`src/rtl/sobel_edge_magnitude_macros.svh`:
```
// Assertion helpers for the Sobel edge magnitude block.
`ifndef SOBEL_EDGE_MAGNITUDE_MACROS_SVH
`define SOBEL_EDGE_MAGNITUDE_MACROS_SVH

`ifndef SYNTHESIS

// prop must hold at every clock edge outside reset
`define SOBEL_ASSERT(label, clk, rst, prop) \
   label: assert property (@(posedge clk) disable iff (rst) (prop)) \
      else $error("sobel assertion failed");

// cond must never be true outside reset
`define SOBEL_NEVER(label, clk, rst, cond) \
   label: assert property (@(posedge clk) disable iff (rst) !(cond)) \
      else $error("sobel forbidden condition");

`else

`define SOBEL_ASSERT(label, clk, rst, prop)
`define SOBEL_NEVER(label, clk, rst, cond)

`endif

`endif

```
`src/rtl/sobel_pkg.sv`:
```
package sobel_pkg;

   localparam int PIX_W          = 8;
   localparam int CFG_W          = 11;
   localparam int CSR_IDX_W      = 1;
   localparam int DEF_MAX_WIDTH  = 1024;
   localparam int DEF_MAX_HEIGHT = 1024;
   localparam int MIN_DIM        = 3;
   localparam int MAG_MAX        = 255;
   localparam int QUEUE_DEPTH    = 4;
   localparam int QCOUNT_W       = $clog2(QUEUE_DEPTH + 1);
   localparam int QPTR_W         = $clog2(QUEUE_DEPTH);

   localparam logic [CFG_W-1:0] CFG_RESET = 11'd1024;

   typedef enum logic [CSR_IDX_W-1:0] {
      CSR_LINE_WIDTH   = 1'b0,
      CSR_FRAME_HEIGHT = 1'b1
   } csr_index_type;

   // clamped gradient pair of one interior pixel
   typedef struct packed {
      logic [PIX_W-1:0] ax;
      logic [PIX_W-1:0] ay;
      logic             last;
   } grad_type;

   typedef struct packed {
      logic     push;
      grad_type data;
   } grad_push_type;

   typedef struct packed {
      logic     empty;
      grad_type data;
   } grad_head_type;

endpackage

```
`src/rtl/sobel_queue.sv`:
```
module sobel_queue (
   input  logic                            clock,
   input  logic                            reset,
   input  sobel_pkg::grad_push_type        q_push,
   input  logic                            q_pop,
   output sobel_pkg::grad_head_type        q_head,
   output logic [sobel_pkg::QCOUNT_W-1:0]  q_count
);

   localparam int PTR_W = sobel_pkg::QPTR_W;
   localparam int CNT_W = sobel_pkg::QCOUNT_W;

   sobel_pkg::grad_type entry_ff [sobel_pkg::QUEUE_DEPTH];
   logic [PTR_W-1:0] wr_ptr_ff, wr_ptr_in;
   logic [PTR_W-1:0] rd_ptr_ff, rd_ptr_in;
   logic [CNT_W-1:0] count_ff, count_in;
   logic             do_pop;

   assign do_pop    = q_pop && (count_ff != '0);
   assign wr_ptr_in = q_push.push ? wr_ptr_ff + PTR_W'(1) : wr_ptr_ff;
   assign rd_ptr_in = do_pop ? rd_ptr_ff + PTR_W'(1) : rd_ptr_ff;

   always_comb begin
      count_in = count_ff;
      if (q_push.push && !do_pop) begin
         count_in = count_ff + CNT_W'(1);
      end else if (!q_push.push && do_pop) begin
         count_in = count_ff - CNT_W'(1);
      end
   end

   always_ff @(posedge clock) begin
      if (reset) begin
         wr_ptr_ff <= '0;
         rd_ptr_ff <= '0;
         count_ff  <= '0;
      end else begin
         wr_ptr_ff <= wr_ptr_in;
         rd_ptr_ff <= rd_ptr_in;
         count_ff  <= count_in;
      end
   end

   always_ff @(posedge clock) begin
      if (q_push.push) begin
         entry_ff[wr_ptr_ff] <= q_push.data;
      end
   end

   assign q_head.empty = (count_ff == '0);
   assign q_head.data  = entry_ff[rd_ptr_ff];
   assign q_count      = count_ff;

endmodule

```
`config.mk`:
```
export PLATFORM = sky130hd
export DESIGN_NAME = sobel_queue
export DESIGN_NICKNAME = d
export VERILOG_FILES = /design/src/rtl/sobel_edge_magnitude_macros.svh /design/src/rtl/sobel_pkg.sv /design/src/rtl/sobel_queue.sv
export SDC_FILE = /design/constraint.sdc
export NUM_CORES = 1
export LEC_CHECK = 0
export ABC_AREA = 1
export BUFFER_PORTS_ARGS = -buffer_cell sky130_fd_sc_hd__buf_2
export CAP_MARGIN = 10
export CORE_MARGIN = 8
export CORE_UTILIZATION = 28
export CTS_CLUSTER_SIZE = 24
export DETAILED_ROUTE_END_ITERATION = 10
export PLACE_DENSITY = 0.43
export SETUP_SLACK_MARGIN = 0.1
export SLEW_MARGIN = 5
export SYNTH_ARGS = -nofsm -noshare
export SYNTH_HDL_FRONTEND = slang
export SYNTH_SLANG_ARGS = --single-unit
```
`constraint.sdc`:
```
create_clock -name clock -period 1.94 [get_ports clock]
set_input_delay 0.194 -clock clock [delete_from_list [all_inputs] [get_ports clock]]
set_output_delay 0.194 -clock clock [all_outputs]
set_load 0.01 [all_outputs]
```
==> metrics.txt <==
leakage=1.37 nW; Pwr per Cell Area=1270 mW/mm^2; # setup viols final=0; Hold Buf Count CTS=0; via count=1831; design area=0.00368 sq mm; #FFs+latches synth=77; ANT cells=0; largest net degree at the start of global routing=35; Nets=304; commonest non-fill, non-tap cell in the layout=edfxtp_1; Netlist Area Pre-Place=0.00304 sq mm; setup_tns=0 ns; DR pass1 iterations=4; Period minus WS final=1.69 ns; Warnings, synthesis=0; average wire per standard cell=14.9 um; relative slew slack=0.792; post-DP HPWL=3.78 mm; Netlist cell types=19; antenna viol nets, final=0; CP Capture Type=register; ratio of final minimum period to clock period=0.872; full die area=0.0145 sq mm; GRT Util Overall=0.0911; slack of the critical path=0.249 ns; Tightest Pin Transition=0.312 ns; GR Overflow Total=0; core area=0.0107 sq mm; crit path kind=register to register; CTS Buffer Depth=2; drt total wl=6.28 mm; H-Tree Depth=3; initial antenna violation count=1; final-report max-slew violation count=0; Placed Area=0.00339 sq mm; Worst Path Required=2.18 ns; Seq pwr share=0.430; sequential cell area fraction in the yosys report=0.730; number of remaining DRC errors=0; Initial DRC Count=85; vias in the first global route=1856; CP max FO=4; r2r startpoint=q_count[1]; Rows=38; Fmax achieved=0.591 GHz; gpl congestion=0.701; Initial Util=0.283; Post-Place Worst Slack=0.195 ns; internal power of the cells=3.32 mW; most frequent cells in the layout=edfxtp_1, buf_2, nor2_1; clk slew on worst S/H paths=0.08 ns; Hold Fails Final Rpt=0; Ports=42; synthesized instance count=227; synth-to-layout area growth=20.9%; Port Buffers=41; Critical Path Source=q_count[1]; Hold Crit Start=reset; share of layout cells above drive strength 1=0.295; Logic pwr share=0.238; CTS tree=yes; max cap viols=0; syn avg cell area=13.4 sq um; RSZ-0062 raised after global routing=no; die width=120 um; clock share of power=0.332; cts bufs inserted=9; clock skew after layout=0.00612 ns; startpoint types=register; Die Ht=120 um; P_sw=1.35 mW; CP Data Arrival Time=1.93 ns; Hold WC Path Type=input port to register; clock sinks=77; Root Buffer=clkbuf_8; vias per std cell=4.35; first-pass GRT wire length=9.91 mm; worst ir drop on vdd=0.000479 V; sw frac=0.289; status=completed; Clock Latency Late Sink=0.35 ns; syn nets=254
[cells by family after synthesis]
logic type / synth area share
DFF: 0.730
AOI/OAI and AO/OA: 0.116
and+or+nand+nor: 0.0728
buffers and inverters: 0.0506
adders and majority gates: 0.0271
xor gates and xnor gates: 0.00288
[worst max-delay path, cell delays in order, from the launching register on]
cell	delay, ns
dfxtp_1	0.43
nor2_2	0.06
nand2_2	0.09
nand2_2	0.07
ha_2	0.18
inv_1	0.09
fa_2	0.43
o21ai_0	0.17
nor2_1	0.05
[power by group through the flow]
stage	logic, mW	clock network, mW	registers (mW)
final	1.11	1.55	2.01
after global routing	1.27	1.64	2.02
after CTS	1.11	1.59	1.99
after detailed placement	1.10	0	2.03
after global placement	1.10	0	2.03
after floorplan	0.747	0	2.03
[cell usage after synthesis]
master / instances / share of area
inv_2: 1 / 0.0012
inv_4: 1 / 0.0021
a21oi_1: 5 / 0.0082
buf_2: 1 / 0.0016
nand2_1: 15 / 0.019
o21ai_1: 13 / 0.021
nand3_1: 3 / 0.0049
xor2_1: 1 / 0.0029
o22ai_1: 17 / 0.035
o21ai_2: 10 / 0.029
buf_6: 6 / 0.022
dfxtp_1: 9 / 0.059
inv_1: 15 / 0.019
fa_1: 1 / 0.0066
nor2_1: 40 / 0.049
ha_1: 5 / 0.021
edfxtp_1: 68 / 0.67
buf_4: 2 / 0.0049
o21ai_0: 14 / 0.023
[layout make-up]
class / instances / area, sq um
clock buffers: 9 / 124
clock inverters: 6 / 136
fillers: 1092 / 7070
inverters: 17 / 71.3
multi-input cells: 124 / 679
flip-flops and latches: 77 / 2230
well taps: 140 / 175
repair buffers: 48 / 265
[per-stage QoR]
stage / total power, mW / util / hold WS, ns / std cells
floorplan: 2.77 / - / 0.263 / 227
global placement: 3.12 / 0.315 / 0.413 / 406
detailed placement: 3.13 / 0.315 / 0.412 / 406
CTS: 4.69 / 0.340 / 0.0434 / 421
global route: 4.94 / 0.342 / 0.0443 / 421
finish: 4.67 / 0.342 / 0.0596 / 421
[metal layers]
layer  vias up  routed length (um)  global-route usage
li1        910                   -                   -
met1       859                2910               0.109
met2        50                2770               0.141
met3        10                 518              0.0448
met4         2                  73              0.0281
met5         -                   8                   0
[timing repair]
item,CTS,global route
buffers inserted,0,0
pin swaps,0,1
setup endpoints to repair,5,4
gates resized for setup,2,11
[path summary, 6_finish.rpt]
| check | end | slack, ns | cells after the start |
|---|---|---|---|
| setup reg to reg | q_count[1] | 0.25 | 8 |
| hold / removal | q_count[0] | 0.06 | 2 |
| hold reg to reg | register | 0.50 | 2 |
| setup / recovery | q_count[1] | 0.25 | 8 |
[state kept, by name (all words and copies together), names as in the netlist, named ones only]
signal     cells
entry_ff      68
wr_ptr_ff      2
q_count        3
rd_ptr_ff      2
Note: power is estimated with default switching activity, not from simulation.
