`config.mk`:
```
export PLATFORM = sky130hd
export DESIGN_NAME = sobel_back
export DESIGN_NICKNAME = d
export VERILOG_FILES = /design/src/rtl/sobel_edge_magnitude_macros.svh /design/src/rtl/sobel_pkg.sv /design/src/rtl/sobel_back.sv
export SDC_FILE = /design/constraint.sdc
export NUM_CORES = 1
export LEC_CHECK = 0
export ABC_AREA = 1
export BUFFER_PORTS_ARGS = -buffer_cell sky130_fd_sc_hd__buf_2
export CAP_MARGIN = 40
export CELL_PAD_IN_SITES_DETAIL_PLACEMENT = 1
export CELL_PAD_IN_SITES_GLOBAL_PLACEMENT = 1
export CORE_UTILIZATION = 45
export CTS_CLUSTER_SIZE = 12
export DETAILED_ROUTE_END_ITERATION = 8
export HOLD_SLACK_MARGIN = 0.1
export PLACE_DENSITY_LB_ADDON = 0.1
export SETUP_SLACK_MARGIN = 0.2
export SKIP_CTS_REPAIR_TIMING = 1
export SLEW_MARGIN = 20
export SYNTH_ARGS = -nofsm -noshare
export SYNTH_HDL_FRONTEND = slang
export SYNTH_SLANG_ARGS = --single-unit
```
`constraint.sdc`:
```
create_clock -name clock -period 5.3 [get_ports clock]
set_input_delay 0.53 -clock clock [delete_from_list [all_inputs] [get_ports clock]]
set_output_delay 0.53 -clock clock [all_outputs]
set_load 0.05 [all_outputs]
```
`src/rtl/sobel_edge_magnitude_macros.svh`:
```
// Assertion helpers for the Sobel edge magnitude block.
`ifndef SOBEL_EDGE_MAGNITUDE_MACROS_SVH
`define SOBEL_EDGE_MAGNITUDE_MACROS_SVH

`ifndef SYNTHESIS

// prop must hold at every clock edge outside reset
`define SOBEL_ASSERT(label, clk, rst, prop) \
   label: assert property (@(posedge clk) disable iff (rst) (prop)) \
      else $error("sobel assertion failed");

// cond must never be true outside reset
`define SOBEL_NEVER(label, clk, rst, cond) \
   label: assert property (@(posedge clk) disable iff (rst) !(cond)) \
      else $error("sobel forbidden condition");

`else

`define SOBEL_ASSERT(label, clk, rst, prop)
`define SOBEL_NEVER(label, clk, rst, cond)

`endif

`endif

```
`src/rtl/sobel_pkg.sv`:
```
package sobel_pkg;

   localparam int PIX_W          = 8;
   localparam int CFG_W          = 11;
   localparam int CSR_IDX_W      = 1;
   localparam int DEF_MAX_WIDTH  = 1024;
   localparam int DEF_MAX_HEIGHT = 1024;
   localparam int MIN_DIM        = 3;
   localparam int MAG_MAX        = 255;
   localparam int QUEUE_DEPTH    = 4;
   localparam int QCOUNT_W       = $clog2(QUEUE_DEPTH + 1);
   localparam int QPTR_W         = $clog2(QUEUE_DEPTH);

   localparam logic [CFG_W-1:0] CFG_RESET = 11'd1024;

   typedef enum logic [CSR_IDX_W-1:0] {
      CSR_LINE_WIDTH   = 1'b0,
      CSR_FRAME_HEIGHT = 1'b1
   } csr_index_type;

   // clamped gradient pair of one interior pixel
   typedef struct packed {
      logic [PIX_W-1:0] ax;
      logic [PIX_W-1:0] ay;
      logic             last;
   } grad_type;

   typedef struct packed {
      logic     push;
      grad_type data;
   } grad_push_type;

   typedef struct packed {
      logic     empty;
      grad_type data;
   } grad_head_type;

endpackage

```
`src/rtl/sobel_back.sv`:
```
module sobel_back (
   input  logic                            clock,
   input  logic                            reset,
   input  sobel_pkg::grad_head_type        q_head,
   output logic                            q_pop,
   output logic                            rsp_empty,
   input  logic                            rsp_pop,
   output logic [sobel_pkg::PIX_W-1:0]     rsp_magnitude,
   output logic                            rsp_last_of_frame
);

   localparam int PW = sobel_pkg::PIX_W;
   localparam int SW = 2 * PW;

   typedef enum logic [4:0] {
      ST_IDLE   = 5'b00001,
      ST_SQUARE = 5'b00010,
      ST_SUM    = 5'b00100,
      ST_ROOT   = 5'b01000,
      ST_HOLD   = 5'b10000
   } state_type;

   state_type      state_ff, state_in;
   logic [PW-1:0]  ax_ff, ay_ff;
   logic           last_ff;
   logic [SW-1:0]  sqx_ff, sqy_ff;
   logic [SW-1:0]  sum_ff, sum_in;
   logic [PW-1:0]  root_ff, root_in;
   logic [PW-1:0]  bit_ff, bit_in;
   logic           out_valid_ff, out_valid_in;
   logic [PW-1:0]  out_mag_ff;
   logic           out_last_ff;

   logic [SW:0]    sum_full;
   logic [PW-1:0]  trial;
   logic [SW-1:0]  trial_sq;
   logic           out_free;
   logic           out_load;

   assign sum_full = {1'b0, sqx_ff} + {1'b0, sqy_ff};
   assign trial    = root_ff | bit_ff;
   assign trial_sq = trial * trial;
   assign out_free = !out_valid_ff || rsp_pop;
   assign out_load = (state_ff == ST_HOLD) && out_free;
   assign q_pop    = (state_ff == ST_IDLE) && !q_head.empty;

   always_comb begin
      state_in = state_ff;
      sum_in   = sum_ff;
      root_in  = root_ff;
      bit_in   = bit_ff;
      case (state_ff)
         ST_IDLE: begin
            if (!q_head.empty) begin
               state_in = ST_SQUARE;
            end
         end
         ST_SQUARE: begin
            state_in = ST_SUM;
         end
         ST_SUM: begin
            // root of 2^16 or more saturates
            if (sum_full[SW]) begin
               root_in  = PW'(sobel_pkg::MAG_MAX);
               state_in = ST_HOLD;
            end else begin
               sum_in   = sum_full[SW-1:0];
               root_in  = '0;
               bit_in   = {1'b1, {(PW-1){1'b0}}};
               state_in = ST_ROOT;
            end
         end
         ST_ROOT: begin
            if (trial_sq <= sum_ff) begin
               root_in = trial;
            end
            bit_in = bit_ff >> 1;
            if (bit_ff[0]) begin
               state_in = ST_HOLD;
            end
         end
         ST_HOLD: begin
            if (out_free) begin
               state_in = ST_IDLE;
            end
         end
         default: begin
            state_in = ST_IDLE;
         end
      endcase
   end

   always_comb begin
      out_valid_in = out_valid_ff;
      if (rsp_pop) begin
         out_valid_in = 1'b0;
      end
      if (out_load) begin
         out_valid_in = 1'b1;
      end
   end

   always_ff @(posedge clock) begin
      if (reset) begin
         state_ff     <= ST_IDLE;
         out_valid_ff <= 1'b0;
      end else begin
         state_ff     <= state_in;
         out_valid_ff <= out_valid_in;
      end
   end

   always_ff @(posedge clock) begin
      if (q_pop) begin
         ax_ff   <= q_head.data.ax;
         ay_ff   <= q_head.data.ay;
         last_ff <= q_head.data.last;
      end
      if (state_ff == ST_SQUARE) begin
         sqx_ff <= ax_ff * ax_ff;
         sqy_ff <= ay_ff * ay_ff;
      end
      sum_ff  <= sum_in;
      root_ff <= root_in;
      bit_ff  <= bit_in;
      if (out_load) begin
         out_mag_ff  <= root_ff;
         out_last_ff <= last_ff;
      end
   end

   assign rsp_empty         = !out_valid_ff;
   assign rsp_magnitude     = out_mag_ff;
   assign rsp_last_of_frame = out_last_ff;

endmodule

```
==> flow_summary.ini <==
[timing]
rsz0062_at_grt = yes
min_period_ns = 5.241
hold_viol = 0
whs_ns = 0.3458
max_freq_mhz = 190.8
clock_skew_ns = 0.01671
finalSetupViolCount = 0
fin_crit_sh_pct = 98.89
tightestPinTransition_ns = 0.6202
maxSlewHeadroom_pct = 58.65
slew_violations = 0

[detailed_routing]
drt-total-wl_um = 19830
drc = 0
vias = 6818
drtAntennaViolNets = 0
first_iter_violations = 190
via_per_inst = 4.905
detail_route.wl_per_cell_um = 14.27
firstDrtPassIters = 4

[layout]
fin_cells = 1390
syn2layout_area_growth_pct = 14.43
drive_gt1_share_pct = 13.96
insertedDiodeCount = 0
nets = 1331
post-route-util_pct = 53.33
mostFrequentLayoutCell = inv_1
layout_common_cells = inv_1, nand2_1, ha_1

[place]
gp_congestion = 0.8052
hpwl_um = 16400
numPortBuffers = 31
dp.cells = 1360

[critical_path]
worstPathMaxFanout = 8
worstPathRequired_ns = 5.38
rrSetupSlack_ns = 0.06
critPathSlowestCell = fa_1
r2r-start = root_ff[3]
arrival_ns = 5.32
timing.rr.end = root_ff[1]
cpPeakStageDelay_ns = 0.51
crit_path_end_kind = flip-flop
cp_num_buf_inv = 6
crit_family = adder cells
worstSetupPathType = flip-flop to flip-flop
ff2ff_path_depth = 25
cp-start-kind = flip-flop

[global_routing]
grt-ovfl-total = 0
antenna_found_initial = 0
grt_max_degree = 22
grt_pass1_wl_um = 32910
grtUsageTotal_pct = 20.25
grt_pass1_vias = 7226

[clock_network]
cts_tree = yes
clock_path_buffers = 2
cts-buffers-inserted = 9
cts-root-buf = clkbuf_16
clock_latency_ns = 0.35
clkTransAtPathRegs_ns = 0.08
cts_sinks = 94
cts-htree-levels = 3

[power]
vdd_drop_max_mv = 0.2273
p_leak_nw = 5.536
powerDensity_mw_per_mm2 = 363.4

[die]
ios = 32
core_mm2 = 0.01972
die_width_um = 144.9
num_rows = 51
initial_utilization_pct = 46.60
dieArea_mm2 = 0.02099
dieHeight_um = 144.9

[synthesis]
syn_avg_cell_area_um2 = 8.702
ys_seq_elements = 94
seq_area_frac_synth_pct = 30.07
synthesis.nets = 1267
ys_types = 35
syn_area_mm2 = 0.009189
ys_warn_count = 0
netlist_instances = 1056

[worst_hold_path]
holdPathStages = 1
min_to = ay_ff[3]
worstHoldStart = q_head[4]
hold_path.class = primary input to flip-flop

[outcome]
run_status = finished, final reports clean

[flow_run]
drv_cap = 0
-- where the power goes --
group / switching (W) / internal, W
Clock: 0.000318 / 0.000334
Combinational: 0.00128 / 0.000860
Sequential: 0.0000524 / 0.000980
-- cell usage after synthesis --
library cell / n / area share (%)
nand2_4: 2 / 0.25
edfxtp_1: 88 / 29
buf_2: 1 / 0.054
xor2_1: 37 / 3.5
nor3_4: 1 / 0.18
buf_6: 1 / 0.12
nor2_2: 1 / 0.068
inv_2: 2 / 0.082
a211oi_1: 1 / 0.082
nand3_2: 1 / 0.11
o21ai_1: 1 / 0.054
dfxtp_1: 6 / 1.3
nand3b_1: 3 / 0.25
mux2_2: 1 / 0.12
o21ai_0: 16 / 0.87
fa_1: 75 / 16
a31oi_1: 5 / 0.34
nand2_2: 5 / 0.34
nand2_1: 216 / 8.8
nor3_1: 9 / 0.49
o21bai_1: 7 / 0.57
nand4_1: 8 / 0.54
clkbuf_1: 19 / 0.78
a21oi_1: 43 / 2.3
nor2_4: 2 / 0.25
a21o_1: 3 / 0.25
xnor2_1: 13 / 1.2
nor3_2: 1 / 0.11
o21a_1: 2 / 0.16
inv_1: 238 / 9.7
a21oi_2: 1 / 0.095
nand3_1: 42 / 2.3
nor2_1: 87 / 3.6
ha_1: 115 / 16
o21ai_2: 3 / 0.29
-- sequential cells by signal, indices dropped and copies added, names as in the netlist --
register	cells
bit_ff	8
rsp_last_of_frame	1
sqy_ff	15
rsp_magnitude	8
state_ff	5
root_ff	8
ax_ff	8
ay_ff	8
sqx_ff	15
last_ff	1
sum_ff	16
out_valid_ff	1
-- worst max-delay path by stage --
| stage | cells after the start | slack (ns) | to | startpoint |
|---|---|---|---|---|
| after floorplan | 22 | 0.21 | root_ff[0] | bit_ff[1] |
| after global placement | 24 | 0.001 | root_ff[4] | bit_ff[7] |
| after detailed placement | 24 | -0.12 | root_ff[0] | bit_ff[3] |
| after CTS | 24 | -0.17 | root_ff[5] | bit_ff[7] |
| after global routing | 26 | -0.11 | root_ff[5] | root_ff[3] |
| final | 25 | 0.06 | root_ff[1] | root_ff[3] |
-- stage by stage --
stage	area, um^2	setup WS (ns)	power [W]	setup TNS, ns
final	10520	0.05885	0.003821	0
after global routing	10520	-0.1139	0.004207	-0.9041
after CTS	10160	-0.1650	0.003833	-1.314
after detailed placement	9859	-0.1213	0.003152	-0.9675
after global placement	9837	0.001191	0.003083	0
after floorplan	9223	0.2082	0.002697	0
-- routing by layer --
metal  part of all wire (%)  global-route usage (%)  up-vias  routed length, um
met5                      0                       0        -                  0
met4                    1.8                   5.596        0                364
met3                    1.5                   2.534       24                296
met2                     55                   39.93       53              10990
met1                     41                   22.47     3315               8176
li1                       -                       -     3426                  -
-- cell families after synthesis --
group                      Yosys count  synth area share [%]
buffers and inverters              261                 10.76
adders and majority gates          190                 32.00
xor gates and xnor gates            50                 4.766
and+or+nand+nor                    378                 17.24
AOI/OAI and AO/OA                   82                 5.052
muxes                                1                0.1225
DFF                                 94                 30.07
-- area by class of cell --
cell class / instances / area, um^2
clock buffers: 9 / 225.2
fillers: 2296 / 9203
clock inverters: 7 / 73.82
inverters: 240 / 900.9
multi-input cells: 701 / 5712
flip-flops and latches: 94 / 2763
repair buffers: 74 / 509.2
well taps: 265 / 331.6
No activity file was read; power rests on OpenSTA's default activity.
